### config.mk
export PLATFORM = sky130hd
export DESIGN_NAME = mesh_bounding_box_radius
export DESIGN_NICKNAME = d
export VERILOG_FILES = /design/src/rtl/mbbr_pkg.sv /design/src/rtl/mbbr_isqrt.sv /design/src/rtl/mbbr_datapath.sv /design/src/rtl/mbbr_ctrl.sv /design/src/rtl/mesh_bounding_box_radius.sv
export SDC_FILE = /design/constraint.sdc
export NUM_CORES = 2
export LEC_CHECK = 0
export ABC_CLOCK_PERIOD_IN_PS = 9900
export BUFFER_PORTS_ARGS = -buffer_cell sky130_fd_sc_hd__buf_2
export CAP_MARGIN = 20
export CORE_UTILIZATION = 45
export DETAILED_ROUTE_END_ITERATION = 8
export GPL_ROUTABILITY_DRIVEN = 0
export GPL_TIMING_DRIVEN = 1
export PLACE_DENSITY = 0.63
export SKIP_LAST_GASP = 1
export SLEW_MARGIN = 20
export SYNTH_ARGS = -nofsm -noshare
export SYNTH_HDL_FRONTEND = slang
export SYNTH_SLANG_ARGS = --single-unit
### constraint.sdc
create_clock -name i_clk -period 9.9 [get_ports i_clk]
set_input_delay 0.495 -clock i_clk [delete_from_list [all_inputs] [get_ports i_clk]]
set_output_delay 0.495 -clock i_clk [all_outputs]
set_load 0.005 [all_outputs]
### src/rtl/mbbr_pkg.sv
`default_nettype none

package mbbr_pkg;

    // Default coordinate width: signed Q8.8.
    localparam int COORD_BITS_DEF = 16;

    // Commands from the controller to the datapath.
    typedef struct packed {
        logic accept;      // an input transfer completes this cycle
        logic sqrt_start;  // load the greatest square into the root unit
        logic publish;     // load the result register and clear the mesh state
    } t_cmd;

    // Status from the datapath to the controller.
    typedef struct packed {
        logic fold_done;   // the last vertex has been folded into the state
        logic root_done;   // the root unit holds a finished result
        logic out_free;    // the result register can take a new result
    } t_status;

endpackage

`default_nettype wire

### src/rtl/mbbr_isqrt.sv
`default_nettype none

module mbbr_isqrt #(
    parameter int COORD_BITS = mbbr_pkg::COORD_BITS_DEF
) (
    input  wire logic                      i_clk,
    input  wire logic                      i_rst_n,
    input  wire logic                      i_start,
    input  wire logic [2*COORD_BITS-1:0]   i_operand,
    output logic                           o_done,
    output logic [COORD_BITS-1:0]          o_root
);

    localparam int SQ_BITS  = 2 * COORD_BITS;
    localparam int REM_BITS = COORD_BITS + 2;
    localparam int CNT_BITS = $clog2(COORD_BITS);

    logic [REM_BITS-1:0]   r_rem;
    logic [REM_BITS-1:0]   n_rem;
    logic [COORD_BITS-1:0] r_root;
    logic [COORD_BITS-1:0] n_root;
    logic [SQ_BITS-1:0]    r_opnd;
    logic [CNT_BITS-1:0]   r_cnt;
    logic                  r_busy;
    logic                  r_done;

    logic [REM_BITS+1:0]   w_rem_sh;
    logic [REM_BITS+1:0]   w_trial;
    logic [REM_BITS+1:0]   w_diff;

    // One root bit per cycle: bring down the next two operand bits and try
    // to subtract four times the partial root plus one.
    always_comb begin
        w_rem_sh = {r_rem, r_opnd[SQ_BITS-1 -: 2]};
        w_trial  = {2'b00, r_root, 2'b01};
        w_diff   = w_rem_sh - w_trial;
        if (w_rem_sh >= w_trial) begin
            n_rem  = w_diff[REM_BITS-1:0];
            n_root = {r_root[COORD_BITS-2:0], 1'b1};
        end else begin
            n_rem  = w_rem_sh[REM_BITS-1:0];
            n_root = {r_root[COORD_BITS-2:0], 1'b0};
        end
    end

    // Iteration control.
    always_ff @(posedge i_clk) begin
        if (!i_rst_n) begin
            r_busy <= 1'b0;
            r_done <= 1'b0;
        end else if (i_start) begin
            r_busy <= 1'b1;
            r_done <= 1'b0;
        end else if (r_busy && (r_cnt == '0)) begin
            r_busy <= 1'b0;
            r_done <= 1'b1;
        end
    end

    // Remainder, partial root and operand shifter.
    always_ff @(posedge i_clk) begin
        if (i_start) begin
            r_rem  <= '0;
            r_root <= '0;
            r_opnd <= i_operand;
            r_cnt  <= CNT_BITS'(COORD_BITS - 1);
        end else if (r_busy) begin
            r_rem  <= n_rem;
            r_root <= n_root;
            r_opnd <= {r_opnd[SQ_BITS-3:0], 2'b00};
            r_cnt  <= r_cnt - 1'b1;
        end
    end

    assign o_done = r_done;
    assign o_root = r_root;

endmodule

`default_nettype wire

### src/rtl/mbbr_datapath.sv
`default_nettype none

module mbbr_datapath #(
    parameter int COORD_BITS = mbbr_pkg::COORD_BITS_DEF
) (
    input  wire logic                          i_clk,
    input  wire logic                          i_rst_n,
    input  wire mbbr_pkg::t_cmd                i_cmd,
    output mbbr_pkg::t_status                  o_status,
    input  wire logic signed [COORD_BITS-1:0]  i_coord_x,
    input  wire logic signed [COORD_BITS-1:0]  i_coord_y,
    input  wire logic signed [COORD_BITS-1:0]  i_coord_z,
    input  wire logic                          i_last_vertex,
    input  wire logic                          i_out_ready,
    output logic                               o_out_valid,
    output logic signed [COORD_BITS-1:0]       o_min_x,
    output logic signed [COORD_BITS-1:0]       o_min_y,
    output logic signed [COORD_BITS-1:0]       o_min_z,
    output logic [COORD_BITS-2:0]              o_max_x,
    output logic [COORD_BITS-2:0]              o_max_y,
    output logic [COORD_BITS-2:0]              o_max_z,
    output logic [COORD_BITS-1:0]              o_extent_x,
    output logic [COORD_BITS-1:0]              o_extent_y,
    output logic [COORD_BITS-1:0]              o_extent_z,
    output logic [COORD_BITS-1:0]              o_radius
);

    localparam int CB      = COORD_BITS;
    localparam int SQ_BITS = 2 * COORD_BITS;

    // Stage 1: captured vertex.
    logic signed [CB-1:0] r_p1_x, r_p1_y, r_p1_z;
    logic                 r_p1_valid, r_p1_last;

    // Stage 2: squared coordinates.
    logic [SQ_BITS-1:0]   r_sq_x, r_sq_y, r_sq_z;
    logic                 r_p2_valid, r_p2_last;
    logic                 r_p3_last;

    // Running mesh state.
    logic signed [CB-1:0] r_min_x, r_min_y, r_min_z;
    logic [CB-2:0]        r_max_x, r_max_y, r_max_z;
    logic [SQ_BITS-1:0]   r_best;

    // Result register.
    logic                 r_out_valid;
    logic signed [CB-1:0] r_o_min_x, r_o_min_y, r_o_min_z;
    logic [CB-2:0]        r_o_max_x, r_o_max_y, r_o_max_z;
    logic [CB-1:0]        r_o_ext_x, r_o_ext_y, r_o_ext_z;
    logic [CB-1:0]        r_o_radius;

    logic [CB-1:0]        w_abs_x, w_abs_y, w_abs_z;
    logic [SQ_BITS-1:0]   w_sum;
    logic                 w_root_done;
    logic [CB-1:0]        w_root;

    // Magnitudes; the most negative value maps to its true magnitude.
    assign w_abs_x = r_p1_x[CB-1] ? (CB'(0) - CB'(r_p1_x)) : CB'(r_p1_x);
    assign w_abs_y = r_p1_y[CB-1] ? (CB'(0) - CB'(r_p1_y)) : CB'(r_p1_y);
    assign w_abs_z = r_p1_z[CB-1] ? (CB'(0) - CB'(r_p1_z)) : CB'(r_p1_z);

    // The sum of three squares cannot overflow twice the coordinate width.
    assign w_sum = r_sq_x + r_sq_y + r_sq_z;

    // Pipeline valid flags.
    always_ff @(posedge i_clk) begin
        if (!i_rst_n) begin
            r_p1_valid <= 1'b0;
            r_p1_last  <= 1'b0;
            r_p2_valid <= 1'b0;
            r_p2_last  <= 1'b0;
            r_p3_last  <= 1'b0;
        end else begin
            r_p1_valid <= i_cmd.accept;
            r_p1_last  <= i_cmd.accept && i_last_vertex;
            r_p2_valid <= r_p1_valid;
            r_p2_last  <= r_p1_valid && r_p1_last;
            r_p3_last  <= r_p2_valid && r_p2_last;
        end
    end

    // Vertex capture and squaring.
    always_ff @(posedge i_clk) begin
        if (i_cmd.accept) begin
            r_p1_x <= i_coord_x;
            r_p1_y <= i_coord_y;
            r_p1_z <= i_coord_z;
        end
        if (r_p1_valid) begin
            r_sq_x <= w_abs_x * w_abs_x;
            r_sq_y <= w_abs_y * w_abs_y;
            r_sq_z <= w_abs_z * w_abs_z;
        end
    end

    // Running box and greatest square, cleared once a result is published.
    always_ff @(posedge i_clk) begin
        if (!i_rst_n || i_cmd.publish) begin
            r_min_x <= '0;
            r_min_y <= '0;
            r_min_z <= '0;
            r_max_x <= '0;
            r_max_y <= '0;
            r_max_z <= '0;
            r_best  <= '0;
        end else begin
            if (r_p1_valid) begin
                if (r_p1_x < r_min_x) r_min_x <= r_p1_x;
                if (r_p1_y < r_min_y) r_min_y <= r_p1_y;
                if (r_p1_z < r_min_z) r_min_z <= r_p1_z;
                if (!r_p1_x[CB-1] && (r_p1_x[CB-2:0] > r_max_x)) r_max_x <= r_p1_x[CB-2:0];
                if (!r_p1_y[CB-1] && (r_p1_y[CB-2:0] > r_max_y)) r_max_y <= r_p1_y[CB-2:0];
                if (!r_p1_z[CB-1] && (r_p1_z[CB-2:0] > r_max_z)) r_max_z <= r_p1_z[CB-2:0];
            end
            if (r_p2_valid && (w_sum > r_best)) begin
                r_best <= w_sum;
            end
        end
    end

    // Square root of the greatest squared distance.
    mbbr_isqrt #(
        .COORD_BITS(COORD_BITS)
    ) u_isqrt (
        .i_clk     (i_clk),
        .i_rst_n   (i_rst_n),
        .i_start   (i_cmd.sqrt_start),
        .i_operand (r_best),
        .o_done    (w_root_done),
        .o_root    (w_root)
    );

    // Result register valid flag.
    always_ff @(posedge i_clk) begin
        if (!i_rst_n) begin
            r_out_valid <= 1'b0;
        end else if (i_cmd.publish) begin
            r_out_valid <= 1'b1;
        end else if (i_out_ready) begin
            r_out_valid <= 1'b0;
        end
    end

    // Result payload.
    always_ff @(posedge i_clk) begin
        if (i_cmd.publish) begin
            r_o_min_x  <= r_min_x;
            r_o_min_y  <= r_min_y;
            r_o_min_z  <= r_min_z;
            r_o_max_x  <= r_max_x;
            r_o_max_y  <= r_max_y;
            r_o_max_z  <= r_max_z;
            r_o_ext_x  <= {1'b0, r_max_x} - CB'(r_min_x);
            r_o_ext_y  <= {1'b0, r_max_y} - CB'(r_min_y);
            r_o_ext_z  <= {1'b0, r_max_z} - CB'(r_min_z);
            r_o_radius <= w_root;
        end
    end

    assign o_status.fold_done = r_p3_last;
    assign o_status.root_done = w_root_done;
    assign o_status.out_free  = !r_out_valid || i_out_ready;

    assign o_out_valid = r_out_valid;
    assign o_min_x     = r_o_min_x;
    assign o_min_y     = r_o_min_y;
    assign o_min_z     = r_o_min_z;
    assign o_max_x     = r_o_max_x;
    assign o_max_y     = r_o_max_y;
    assign o_max_z     = r_o_max_z;
    assign o_extent_x  = r_o_ext_x;
    assign o_extent_y  = r_o_ext_y;
    assign o_extent_z  = r_o_ext_z;
    assign o_radius    = r_o_radius;

endmodule

`default_nettype wire

### src/rtl/mbbr_ctrl.sv
`default_nettype none

module mbbr_ctrl (
    input  wire logic               i_clk,
    input  wire logic               i_rst_n,
    input  wire logic               i_in_valid,
    input  wire logic               i_last_vertex,
    output logic                    o_in_ready,
    input  wire mbbr_pkg::t_status  i_status,
    output mbbr_pkg::t_cmd          o_cmd
);

    typedef enum logic [2:0] {
        ST_RUN   = 3'b001,
        ST_DRAIN = 3'b010,
        ST_SQRT  = 3'b100
    } t_state;

    t_state r_state;
    t_state n_state;

    // Next state and commands.
    always_comb begin
        n_state          = r_state;
        o_in_ready       = 1'b0;
        o_cmd.accept     = 1'b0;
        o_cmd.sqrt_start = 1'b0;
        o_cmd.publish    = 1'b0;
        unique case (r_state)
            ST_RUN: begin
                o_in_ready   = 1'b1;
                o_cmd.accept = i_in_valid;
                if (i_in_valid && i_last_vertex) begin
                    n_state = ST_DRAIN;
                end
            end
            ST_DRAIN: begin
                if (i_status.fold_done) begin
                    o_cmd.sqrt_start = 1'b1;
                    n_state          = ST_SQRT;
                end
            end
            ST_SQRT: begin
                // The start that entered this state has already cleared the root unit's done flag.
                if (i_status.root_done && i_status.out_free) begin
                    o_cmd.publish = 1'b1;
                    n_state       = ST_RUN;
                end
            end
            default: begin
                n_state = ST_RUN;
            end
        endcase
    end

    // State register.
    always_ff @(posedge i_clk) begin
        if (!i_rst_n) begin
            r_state <= ST_RUN;
        end else begin
            r_state <= n_state;
        end
    end

endmodule

`default_nettype wire

### src/rtl/mesh_bounding_box_radius.sv
`default_nettype none

// Bounding box and bounding radius of a streamed mesh.
//
// Input channel (i_in_valid / o_in_ready): one vertex per transfer, signed
// Q8.8 coordinates, with i_last_vertex set on the final vertex of a mesh.
// Within a mesh a vertex is taken every cycle. After the last vertex the
// input stays stalled until the radius is done: the pipeline folds the
// vertex in, the controller starts the root unit, the square root yields
// one root bit per cycle, and then the result register is loaded, which
// opens the input again for the next mesh.
// Output channel (o_out_valid / i_out_ready): one result per mesh with the
// box corners, the per-axis extent and the floor square root of the greatest
// squared origin distance. The result sits in its own register, so the next
// mesh streams in while it waits; if a new result is done while the old one
// is still not taken, the block holds it and keeps the input stalled.
// The box always contains the origin. Reset clears the running state and
// leaves the output channel empty.

module mesh_bounding_box_radius #(
    parameter int COORD_BITS = mbbr_pkg::COORD_BITS_DEF
) (
    input  wire logic                          i_clk,
    input  wire logic                          i_rst_n,
    input  wire logic                          i_in_valid,
    output logic                               o_in_ready,
    input  wire logic signed [COORD_BITS-1:0]  i_coord_x,
    input  wire logic signed [COORD_BITS-1:0]  i_coord_y,
    input  wire logic signed [COORD_BITS-1:0]  i_coord_z,
    input  wire logic                          i_last_vertex,
    output logic                               o_out_valid,
    input  wire logic                          i_out_ready,
    output logic signed [COORD_BITS-1:0]       o_min_x,
    output logic signed [COORD_BITS-1:0]       o_min_y,
    output logic signed [COORD_BITS-1:0]       o_min_z,
    output logic [COORD_BITS-2:0]              o_max_x,
    output logic [COORD_BITS-2:0]              o_max_y,
    output logic [COORD_BITS-2:0]              o_max_z,
    output logic [COORD_BITS-1:0]              o_extent_x,
    output logic [COORD_BITS-1:0]              o_extent_y,
    output logic [COORD_BITS-1:0]              o_extent_z,
    output logic [COORD_BITS-1:0]              o_radius
);

    mbbr_pkg::t_cmd    w_cmd;
    mbbr_pkg::t_status w_status;

    // Sequencing of vertex intake, root and result.
    mbbr_ctrl u_ctrl (
        .i_clk         (i_clk),
        .i_rst_n       (i_rst_n),
        .i_in_valid    (i_in_valid),
        .i_last_vertex (i_last_vertex),
        .o_in_ready    (o_in_ready),
        .i_status      (w_status),
        .o_cmd         (w_cmd)
    );

    // Running box, squares, root unit and result register.
    mbbr_datapath #(
        .COORD_BITS(COORD_BITS)
    ) u_datapath (
        .i_clk         (i_clk),
        .i_rst_n       (i_rst_n),
        .i_cmd         (w_cmd),
        .o_status      (w_status),
        .i_coord_x     (i_coord_x),
        .i_coord_y     (i_coord_y),
        .i_coord_z     (i_coord_z),
        .i_last_vertex (i_last_vertex),
        .i_out_ready   (i_out_ready),
        .o_out_valid   (o_out_valid),
        .o_min_x       (o_min_x),
        .o_min_y       (o_min_y),
        .o_min_z       (o_min_z),
        .o_max_x       (o_max_x),
        .o_max_y       (o_max_y),
        .o_max_z       (o_max_z),
        .o_extent_x    (o_extent_x),
        .o_extent_y    (o_extent_y),
        .o_extent_z    (o_extent_z),
        .o_radius      (o_radius)
    );

    // The last vertex of a mesh closes the input until its result is loaded.
    a_last_stalls: assert property (@(posedge i_clk) disable iff (!i_rst_n)
        (i_in_valid && o_in_ready && i_last_vertex) |=> !o_in_ready)
        else $error("input still open after last vertex");

    // Folding the last vertex never overlaps with new vertex intake.
    a_fold_closed: assert property (@(posedge i_clk) disable iff (!i_rst_n)
        w_status.fold_done |-> !o_in_ready)
        else $error("vertex intake during final fold");

    // A result is only published into a free result register.
    a_publish_free: assert property (@(posedge i_clk) disable iff (!i_rst_n)
        w_cmd.publish |-> (w_status.out_free && w_status.root_done))
        else $error("result published while register busy or root unfinished");

    // A published result shows up on the output channel.
    a_publish_valid: assert property (@(posedge i_clk) disable iff (!i_rst_n)
        w_cmd.publish |=> o_out_valid)
        else $error("published result not presented");

endmodule

`default_nettype wire
==> results.toml <==
[run_status]
outcome = "finished clean"

[yosys]
ys.flop_type = "edfxtp_1"
syn_area_um2 = 46920
yosysSeqAreaShare = 0.2854
ys_warn_count = 0
synth_edf_count = 330
ys_ff_latch = 504
avgSynthCellArea_um2 = 9.928
ys_types = 83
async_flop_share = 0
synthCells = 4726

[route]
wl_per_cell_um = 17.50
drc_errors = 0
route.vias.total = 33360
vias_per_cell = 5.208
routed_wl_um = 112000
firstDrtPassIters = 5
ant_nets = 0
drt_iter0_drc = 1982

[timing]
fin_setup_tns_ns = 0
fmax_ghz = 0.1124
final.setup_skew_ns = 0.02816
setup_viol = 0
min_period_ns = 8.899
rsz0062_at_grt = "no"
post-route-period-util = 0.8989
worst_pin_slew_ns = 1.089
hold_violations = 0
final_max_slew_viol_count = 0
relSlewSlack = 0.2737

[critical_path]
start_kind = "flip-flop"
crit_path_max_fanout = 19
cp.arrival_ns = 9.30
rrSetupSlack_ns = 1.00
path_class = "reg -> reg"
cp_common_cell = "fa_1"
crit_required_ns = 10.30
critPathSlowestCell = "xor2_1"
cpPeakStageDelay_ns = 0.61
worstSetupEndpointType = "flip-flop"

[final_layout]
area.sequential_um2 = 13400
syn2layout_area_growth_pct = 10.73
layout-drive-gt1-share = 0.08798
antenna_cells = 0
fill_cells = 9517
multi_input_area_um2 = 29900
nets = 6065

[clock_tree]
cts_tree = "yes"
insertion_delay_ns = 0.66
htree_levels = 2
cts.sinks = 504
path_clk_slew_ns = 0.07
cts_root_buffer = "clkbuf_16"
post_cts_buffers = 0
cts_made_buffers = 56
clk_path_buf_depth = 3

[flow_run]
max-cap-violations = 0

[global_route]
grt.overflow.total = 0
antenna_found_initial = 1
grt_max_degree = 97
grt.total_usage = 0.2168
grt_pass1_vias = 34010
grt_pass1_wl_um = 183200

[floorplan]
dieArea_um2 = 105600
die_w_um = 324.9
start_util = 0.4533
die_y_um = 324.9
rows = 118
io_pins = 212
core_area_um2 = 103500

[min_path]
min_path_type = "in -> reg"

[placed_design]
port_buffers = 211
dp_hpwl_um = 88680
==> cell usage after synthesis, types with 99 or more instances <==
| library cell | count | share of area |
|---|---|---|
| nand3_1 | 99 | 0.011 |
| dfxtp_1 | 174 | 0.074 |
| a21oi_1 | 195 | 0.021 |
| inv_1 | 859 | 0.069 |
| a21o_1 | 115 | 0.018 |
| o21ai_0 | 145 | 0.015 |
| nor2_1 | 386 | 0.031 |
| ha_1 | 509 | 0.14 |
| fa_1 | 524 | 0.22 |
| nand2_1 | 358 | 0.029 |
| xnor2_1 | 148 | 0.028 |
| clkbuf_1 | 114 | 0.0091 |
| edfxtp_1 | 330 | 0.21 |
==> per-layer routing <==
| layer | vias up | track usage | routed length (µm) |
|---|---|---|---|
| met3 | 156 | 0.02604 | 5330 |
| met2 | 771 | 0.3663 | 53550 |
| met1 | 16300 | 0.2935 | 50100 |
| met5 | - | 0 | 13 |
| met4 | 2 | 0.05968 | 3057 |
| li1 | 16130 | - | - |
==> flip-flops by register name, summed over array words and instances (netlist names), 16 cells and up <==
name and flops:
u_datapath.u_isqrt.r_opnd 32, u_datapath.u_isqrt.o_root 16, u_datapath.r_p1_z 16, u_datapath.o_min_z 16, u_datapath.r_p1_y 16, u_datapath.r_sq_x 31
u_datapath.r_sq_z 31, u_datapath.o_radius 16, u_datapath.r_sq_y 31, u_datapath.r_min_y 16, u_datapath.r_min_z 16, u_datapath.o_extent_z 16
u_datapath.u_isqrt.r_rem 18, u_datapath.o_min_y 16, u_datapath.o_min_x 16, u_datapath.r_min_x 16, u_datapath.o_extent_y 16, u_datapath.r_best 32
u_datapath.o_extent_x 16, u_datapath.r_p1_x 16
==> final timing paths <==
check,startpoint,end,depth (start not counted)
setup / recovery,u_datapath.r_p1_y[0],u_datapath.r_sq_y[30],26
hold / removal,i_coord_y[5],u_datapath.r_p1_y[5],1
setup reg to reg,u_datapath.r_p1_y[0],u_datapath.r_sq_y[30],26
hold reg to reg,u_datapath.r_min_y[12],u_datapath.o_min_y[12],0
==> layout by cell type, fill, tap and decap left out, drive strengths merged, types with 10 or more instances in the layout <==
cell and count:
clkbuf 63, a21o 115, edfxtp 330, nor4 15
mux2i 77, inv 870, ha 509, a31oi 23
nor3 39, clkinv 41, or2 11, nor2b 38
o41ai 11, dfxtp 174, and2 18, fa 524
nor2 388, o21ai 151, mux2 29, o211ai 10
xnor2 150, o31ai 24, nand4 55, or3 21
o311ai 29, nand3 99, buf 266, o21a 34
xor2 63, a21oi 195, dlygate4sd3 26, nand2b 33
nand2 359, o21bai 19, a21boi 13, a211oi 36
and3 27, conb 36
==> per-stage QoR <==
stage / hold slack [ns] / worst slack (ns) / area [µm²] / utilization / cells
2_1_floorplan: 0.4082 / 1.837 / 47050 / - / 4760
3_3_place_gp: 0.4205 / 1.289 / 49820 / 0.4813 / 6275
3_5_place_dp: 0.4168 / 1.088 / 49820 / 0.4813 / 6275
4_1_cts: 0.001423 / 1.023 / 51950 / 0.5020 / 6404
5_1_grt: 0.005803 / 0.5503 / 51950 / 0.5020 / 6404
6_report: 0.03709 / 1.001 / 51950 / 0.5020 / 6404
==> critical path: cells and delay by family (launching register included) <==
kind                       cells  cell delay, ns
and+or+nand+nor                2            0.40
adders and majority gates      8            3.71
xor gates and xnor gates       2            0.70
buffers and inverters          5            1.16
AOI/OAI and AO/OA              9            2.17
DFF                            1            0.50
==> timing repair <==
| action | in CTS | in global routing |
|---|---|---|
| endpoints found under the hold margin | 26 | 0 |
| setup endpoints to repair | 0 | 0 |
| gates resized for setup | 0 | 0 |
| hold buffers | 26 | 0 |
==> area by class of cell <==
class	instances	area share
Timing Repair Buffer	292	0.03328
Clock buffer	63	0.02827
Multi-Input combinational cell	3242	0.5755
Inverter	883	0.06391
Sequential cell	504	0.2579
Tap cell	1380	0.03323
Clock inverter	40	0.007875
==> kinds of logic (layout without fill, tap and decap cells) <==
| logic type | after synthesis | in the layout | synth area share |
|---|---|---|---|
| DFF | 504 | 504 | 0.2854 |
| and+or+nand+nor | 1137 | 1137 | 0.1114 |
| adders and majority gates | 1033 | 1033 | 0.3593 |
| AOI/OAI and AO/OA | 717 | 717 | 0.09851 |
| buffers and inverters | 1014 | 1278 | 0.08158 |
| muxes | 106 | 106 | 0.02339 |
| xor gates and xnor gates | 213 | 213 | 0.04024 |
| other | 2 | 36 | 0.0001601 |
Power is left out: the tool's default activity adds up to more than one toggle a clock period on the data nets, which glitch-free logic cannot reach.
